==> config.mk <==
export PLATFORM = sky130hd
export DESIGN_NAME = kf2_ctrl
export DESIGN_NICKNAME = d
export VERILOG_FILES = /design/src/rtl/kf2_pkg.sv /design/src/rtl/kf2_ctrl.sv
export SDC_FILE = /design/constraint.sdc
export NUM_CORES = 1
export LEC_CHECK = 0
export BUFFER_PORTS_ARGS = -buffer_cell sky130_fd_sc_hd__buf_2
export CELL_PAD_IN_SITES_DETAIL_PLACEMENT = 1
export CELL_PAD_IN_SITES_GLOBAL_PLACEMENT = 1
export CORE_UTILIZATION = 34
export CTS_BUF_LIST = sky130_fd_sc_hd__clkbuf_4 sky130_fd_sc_hd__clkbuf_8
export DETAILED_ROUTE_END_ITERATION = 7
export PLACE_DENSITY_LB_ADDON = 0.1
export REMOVE_ABC_BUFFERS = 1
export SETUP_SLACK_MARGIN = 0.02
export SLEW_MARGIN = 20
export SYNTH_ARGS = -nofsm -noshare
export SYNTH_HDL_FRONTEND = slang
export SYNTH_SLANG_ARGS = --single-unit
==> constraint.sdc <==
create_clock -name clock -period 1.75 [get_ports clock]
set_input_delay 0.35 -clock clock [delete_from_list [all_inputs] [get_ports clock]]
set_output_delay 0.35 -clock clock [all_outputs]
set_load 0.03 [all_outputs]
==> src/rtl/kf2_pkg.sv <==
// ----------------------------------------------------------------------------
// kf2_pkg
// types and codes shared by the two-state kalman filter
// ----------------------------------------------------------------------------
`default_nettype none
package kf2_pkg;

   typedef enum logic [2:0] {
      CSR_TIME_STEP    = 3'd0,
      CSR_MOTION_POS   = 3'd1,
      CSR_MOTION_VEL   = 3'd2,
      CSR_MEAS_VAR     = 3'd3,
      CSR_PROC_VAR_POS = 3'd4,
      CSR_PROC_VAR_VEL = 3'd5,
      CSR_INIT_VAR     = 3'd6
   } csr_index_type;

   localparam logic [1:0] FAULT_OK   = 2'd0;
   localparam logic [1:0] FAULT_SAT  = 2'd1;
   localparam logic [1:0] FAULT_SKIP = 2'd2;

   // datapath operand selectors
   typedef enum logic [3:0] {
      OP_Y, OP_S, OP_K0, OP_K1, OP_X0U, OP_X1U, OP_P00U, OP_P01U, OP_P11U,
      OP_X0P, OP_X1P, OP_A, OP_B, OP_P00P, OP_P11P
   } op_type;

   typedef enum logic [4:0] {
      ST_IDLE, ST_Y, ST_S, ST_K0_GO, ST_K0_WAIT, ST_K1_GO, ST_K1_WAIT,
      ST_X0U, ST_X1U, ST_P00U, ST_P01U, ST_P11U,
      ST_X0P, ST_X1P, ST_A, ST_B, ST_P00P, ST_P11P, ST_OUT
   } state_type;

   typedef struct packed {
      logic  load;      // capture measurement, clear skip, restart sat flag
      logic  step;      // run one operation
      op_type op;
      logic  div_start;
      logic  div_sel;   // 0 k0, 1 k1
      logic  publish;
   } cmd_type;

   typedef struct packed {
      logic skip;
      logic div_busy;
   } status_type;

endpackage
`default_nettype wire

==> src/rtl/kf2_ctrl.sv <==
// ----------------------------------------------------------------------------
// kf2_ctrl
// sequencer for the update and prediction steps and the result handshake
// ----------------------------------------------------------------------------
`default_nettype none
module kf2_ctrl (
   input  wire logic                  clock,
   input  wire logic                  reset,
   input  wire logic                  req_valid,
   output logic                       req_ready,
   output logic                       rsp_valid,
   input  wire logic                  rsp_ready,
   output kf2_pkg::cmd_type           cmd,
   input  wire kf2_pkg::status_type   status
);
   kf2_pkg::state_type state_ff, state_in;
   logic               full_ff, full_in;

   always_ff @(posedge clock) begin
      if (reset) begin
         state_ff <= kf2_pkg::ST_IDLE;
         full_ff  <= 1'b0;
      end else begin
         state_ff <= state_in;
         full_ff  <= full_in;
      end
   end

   always_comb begin
      state_in = state_ff;
      unique case (state_ff)
         kf2_pkg::ST_IDLE:    if (req_valid) state_in = kf2_pkg::ST_Y;
         kf2_pkg::ST_Y:       state_in = kf2_pkg::ST_S;
         kf2_pkg::ST_S:       state_in = kf2_pkg::ST_K0_GO;
         kf2_pkg::ST_K0_GO:   state_in = status.skip ? kf2_pkg::ST_X0P : kf2_pkg::ST_K0_WAIT;
         kf2_pkg::ST_K0_WAIT: if (!status.div_busy) state_in = kf2_pkg::ST_K1_GO;
         kf2_pkg::ST_K1_GO:   state_in = kf2_pkg::ST_K1_WAIT;
         kf2_pkg::ST_K1_WAIT: if (!status.div_busy) state_in = kf2_pkg::ST_X0U;
         kf2_pkg::ST_X0U:     state_in = kf2_pkg::ST_X1U;
         kf2_pkg::ST_X1U:     state_in = kf2_pkg::ST_P00U;
         kf2_pkg::ST_P00U:    state_in = kf2_pkg::ST_P01U;
         kf2_pkg::ST_P01U:    state_in = kf2_pkg::ST_P11U;
         kf2_pkg::ST_P11U:    state_in = kf2_pkg::ST_X0P;
         kf2_pkg::ST_X0P:     state_in = kf2_pkg::ST_X1P;
         kf2_pkg::ST_X1P:     state_in = kf2_pkg::ST_A;
         kf2_pkg::ST_A:       state_in = kf2_pkg::ST_B;
         kf2_pkg::ST_B:       state_in = kf2_pkg::ST_P00P;
         kf2_pkg::ST_P00P:    state_in = kf2_pkg::ST_P11P;
         kf2_pkg::ST_P11P:    state_in = kf2_pkg::ST_OUT;
         kf2_pkg::ST_OUT:     if (!full_ff || rsp_ready) state_in = kf2_pkg::ST_IDLE;
         default:             state_in = kf2_pkg::ST_IDLE;
      endcase
   end

   always_comb begin
      cmd           = '0;
      cmd.op        = kf2_pkg::OP_Y;
      req_ready     = 1'b0;
      full_in       = full_ff && !rsp_ready;
      unique case (state_ff)
         kf2_pkg::ST_IDLE:    begin req_ready = 1'b1; cmd.load = req_valid; end
         kf2_pkg::ST_Y:       begin cmd.step = 1'b1; cmd.op = kf2_pkg::OP_Y; end
         kf2_pkg::ST_S:       begin cmd.step = 1'b1; cmd.op = kf2_pkg::OP_S; end
         kf2_pkg::ST_K0_GO:   cmd.div_start = !status.skip;
         kf2_pkg::ST_K0_WAIT: begin
            cmd.op = kf2_pkg::OP_K0; cmd.step = !status.div_busy;
         end
         kf2_pkg::ST_K1_GO:   begin cmd.div_start = 1'b1; cmd.div_sel = 1'b1; end
         kf2_pkg::ST_K1_WAIT: begin
            cmd.op = kf2_pkg::OP_K1; cmd.step = !status.div_busy; cmd.div_sel = 1'b1;
         end
         kf2_pkg::ST_X0U:     begin cmd.step = 1'b1; cmd.op = kf2_pkg::OP_X0U; end
         kf2_pkg::ST_X1U:     begin cmd.step = 1'b1; cmd.op = kf2_pkg::OP_X1U; end
         kf2_pkg::ST_P00U:    begin cmd.step = 1'b1; cmd.op = kf2_pkg::OP_P00U; end
         kf2_pkg::ST_P01U:    begin cmd.step = 1'b1; cmd.op = kf2_pkg::OP_P01U; end
         kf2_pkg::ST_P11U:    begin cmd.step = 1'b1; cmd.op = kf2_pkg::OP_P11U; end
         kf2_pkg::ST_X0P:     begin cmd.step = 1'b1; cmd.op = kf2_pkg::OP_X0P; end
         kf2_pkg::ST_X1P:     begin cmd.step = 1'b1; cmd.op = kf2_pkg::OP_X1P; end
         kf2_pkg::ST_A:       begin cmd.step = 1'b1; cmd.op = kf2_pkg::OP_A; end
         kf2_pkg::ST_B:       begin cmd.step = 1'b1; cmd.op = kf2_pkg::OP_B; end
         kf2_pkg::ST_P00P:    begin cmd.step = 1'b1; cmd.op = kf2_pkg::OP_P00P; end
         kf2_pkg::ST_P11P:    begin cmd.step = 1'b1; cmd.op = kf2_pkg::OP_P11P; end
         kf2_pkg::ST_OUT:     if (!full_ff || rsp_ready) begin
            cmd.publish = 1'b1; full_in = 1'b1;
         end
         default:             ;
      endcase
   end

   assign rsp_valid = full_ff;
endmodule
`default_nettype wire

# [After elaboration in Yosys (flattened, before gate mapping)]
# Cells that the tools add are included.
[totals] ff_bits=6 out_inout_bits=11
[classes] n_reduce_logical=9 n_mux=15 n_eq_ne=22
[op_table] operator="5-bit case mux with 19 select lines" count=1
[op_table] operator="5-bit case mux with 15 select lines" count=1
[op_table] operator="5-bit by 4-bit == test with 1-bit output, second input constant" count=8
[op_table] operator="5-bit by 3-bit == test with 1-bit output, second input constant" count=4
[op_table] operator="5-bit two-way mux" count=4
[op_table] operator="5-bit == test, second input constant" count=3
[op_table] operator="5-bit by 2-bit == test with 1-bit output, second input constant" count=2
[op_table] operator="2-bit inequality test, second input constant" count=4
[op_table] operator="1-bit two-way mux" count=7
[op_table] operator="5-bit by 1-bit == test with 1-bit output, second input constant" count=1
[op_table] operator="5-bit zero test" count=1
[op_table] operator="1-bit zero test" count=4
[op_table] operator="4-bit two-way mux" count=1
[op_table] operator="4-bit AND reduction" count=1
[op_table] operator="1-bit case mux with 2 select lines" count=1
[op_table] operator="2-bit OR reduction" count=1
[op_table] operator="1-bit logical AND" count=1
[op_table] operator="1-bit logical OR" count=1

# [Longest topological paths before layout]
[logic_depth] ltp_word=4 depth_mapped=5 depth_no_buf=4

# [Worst setup path after synthesis]
# No wires, ideal clock.
[synth_path] kind="register to output" startpoint="reg state_ff[2]" endpoint="out cmd[2] (netlist bit)" path_buffers=1 t_required_ps=1400 stages_incl_launch_ff=5 slack_ps=-208 t_arrival_ps=1608 cell_sequence="dfxtp_1 > buf_2 > nor2_1 > mux2i_1 > nor4_1"
[synth_lines] element="start: declaration" line_no="kf2_ctrl.sv:16" rtl="kf2_pkg::state_type state_ff, state_in;"
[synth_lines] element="start signal: assignment" line_no="kf2_ctrl.sv:21" rtl="state_ff <= kf2_pkg::ST_IDLE;"
[synth_lines] element="start signal: assignment" line_no="kf2_ctrl.sv:24" rtl="state_ff <= state_in;"
[synth_lines] element="end: declaration" line_no="kf2_ctrl.sv:13" rtl="output kf2_pkg::cmd_type cmd,"

==> out/metrics.yaml <==
setup_path:
  crit_fanout: 8
  crit_type: "reg -> out"
  cp-end-kind: "output port"
  critPathRequiredTime_ns: 1.40
  critical_path_arrival_ns: 1.39
  rrSetupSlack_ns: 0.28
  cp-start-kind: "flip-flop"
clocking:
  numCtsBuffers: 3
  root_buffer: "clkbuf_4"
  clk_pin_slew_worst_paths_ns: 0.05
  cts_hold_buf: 0
  cts_tree: "yes"
  clk_latency_ns: 0.27
  htreeDepth: 1
  clkSinkCount: 6
  clockBufferDepth: 2
yosys:
  ys_warn_count: 0
  ys_top_cells_by_area: "dfxtp_1 (25%), a21oi_1 (8.3%), nor3_1 (6.3%), nor2_1 (6.3%), o21ai_1 (4.2%)"
  synth_cell_type_count: 28
  yosys_register_bits: 6
  synth_seq_area_share_pct: 25.0
  yosys.area.top_type: "dfxtp_1"
  syn_inst: 67
  synth_top_area_share_pct: 25.0
  syn_area_um2: 480
  synth.avg_cell_area_um2: 7.17
run:
  timing.max_cap.violations: 0
floorplanning:
  ioPinCount: 17
  rows: 13
  dieArea_um2: 1570
  die_width_um: 39.6
  die_h_um: 39.6
  start_util_pct: 36.9
  core_um2: 1300
timing:
  clock.fmax_ghz: 0.576
  rsz0062_at_grt: "yes"
  worst_pin_slew_ns: 0.292
  holdWs_ns: 0.358
  finalMaxSlewViolations: 0
  fin_crit_ns: 1.74
  slew-limit-headroom_pct: 80.4
  finalWorstSetupSlack_ns: 0.0135
  fin_skew_ns: 0.00167
  hold_viol_final: 0
  setup_viol: 0
  min_period_over_period_pct: 99.2
  setup-tns-final_ns: 0
route:
  first_pass_iters: 4
  drc: 0
  via_per_inst: 5.43
  ant_nets: 0
  post_drt_wl_per_cell_um: 17.8
  first_iter_violations: 14
  vias: 570
  finalWirelength_mm: 1.87
power_and_ir_drop:
  power.switching_uw: 514
  irDropWorstVdd_v: 0.000747
  p_leak_uw: 0.000305
  p_clk_share_pct: 13.5
  switching_share_pct: 48.3
  p_total_uw: 1060
  pwr_density_cell_nw_per_um2: 1440
  combPwrFrac_pct: 63.2
  internal_power_uw: 550
  seq_power_share_pct: 23.3
layout:
  final_nets: 98
  diodes: 0
  area_growth_pct: 53.6
  multi_input_area_um2: 385
  final_common_cell: "buf_4"
  seqCellArea_um2: 139
  final_cell_mix: "buf_4 (14), buf_2 (9), nor2_1 (7)"
  fillers: 165
  utilization_pct: 56.7
  drive_gt1_share_pct: 47.8
grt:
  grt_pass1_vias: 455
  grt_pass1_wl_mm: 2.19
  antenna_found_initial: 0
  grt_overflow: 0
  grtUsageTotal_pct: 21.9
  grt_max_degree: 14
outcome:
  status: "finished clean"
placement:
  place_ws_ns: 0.102
  gp_congestion: 0.743
  dp_hpwl_mm: 1.04
  io_buffers: 16
worst_hold_path:
  hold_class: "in -> reg"
==> sequential cells by signal, summed over array words and instances (netlist names) <==
register,count
rsp_valid,1
state_ff,5
==> power by group through the flow <==
stage / Sequential, µW / Clock (µW) / Combinational, µW
finish: 248 / 144 / 673
global route: 257 / 151 / 714
CTS: 247 / 137 / 523
detailed placement: 233 / 0 / 505
global placement: 231 / 0 / 501
floorplan: 229 / 0 / 339
==> synth_stat cells <==
| cell | number |
|---|---|
| o21ai_1 | 4 |
| a22oi_1 | 1 |
| inv_1 | 1 |
| buf_2 | 3 |
| nor2_1 | 8 |
| a21boi_1 | 1 |
| nand3b_1 | 1 |
| nor3_1 | 6 |
| clkbuf_1 | 1 |
| or2_1 | 1 |
| dfxtp_1 | 6 |
| nand3_1 | 1 |
| nand2_1 | 3 |
| buf_4 | 1 |
| mux2i_1 | 1 |
| o31ai_1 | 1 |
| nand2b_1 | 3 |
| nor2b_1 | 3 |
| nand3_2 | 1 |
| o22ai_1 | 2 |
| a21oi_1 | 8 |
| xor2_1 | 2 |
| and3_1 | 2 |
| o2bb2ai_2 | 1 |
| mux2_1 | 1 |
| nor3b_2 | 1 |
| and2_1 | 1 |
| nor4_1 | 2 |
==> kinds of logic (layout without fill, tap and decap cells) <==
family          Yosys count  in the layout  share of synthesized area, %
buf+inv                   6             29                          6.25
compound gates           18             18                          22.9
flops                     6              6                          25.0
simple gates             33             33                          37.8
xor+xnor                  2              2                          3.65
mux                       2              2                          4.43
==> final cells by class <==
cell class                      instances  area share (%)
Multi-Input combinational cell         55            52.2
Timing Repair Buffer                   25            22.9
Sequential cell                         6            18.8
Clock buffer                            3            3.05
Tap cell                               15            2.54
Inverter                                1           0.508
==> worst paths after layout <==
check / start / to / cells after the start
worst min register to register: state_ff[4]$_SDFFE_PP0P_ / state_ff[3]$_SDFFE_PP0P_ / 1
worst min-delay path: reset / state_ff[0]$_SDFFE_PP0P_ / 2
worst max register to register: state_ff[0]$_SDFFE_PP0P_ / state_ff[1]$_SDFFE_PP0P_ / 5
worst max-delay path: state_ff[4]$_SDFFE_PP0P_ / cmd[3] / 4
==> worst max-delay path, stage by stage (launching register included) <==
cell	delay (ns)
dfxtp_4	0.38
buf_4	0.17
or2_1	0.25
a21oi_2	0.15
buf_4	0.17
==> layer usage <==
layer  track usage [%]  part of all wire [%]
met1              31.5                    43
met5                 0                     0
met4              10.3                   1.9
met3              10.2                   3.9
met2              25.8                    51
==> metrics by stage <==
step	cells	cell area (µm²)
after global placement	99	598
after floorplan	62	454
final	105	738
after detailed placement	99	598
after CTS	102	646
after global routing	105	738
==> what timing repair did <==
item,in CTS,in global routing
resized for setup,11,23
buffers inserted,0,3
pin swaps,0,2
setup endpoints to repair,10,5
gates cloned,0,0
No activity file was read; power rests on OpenSTA's default activity.
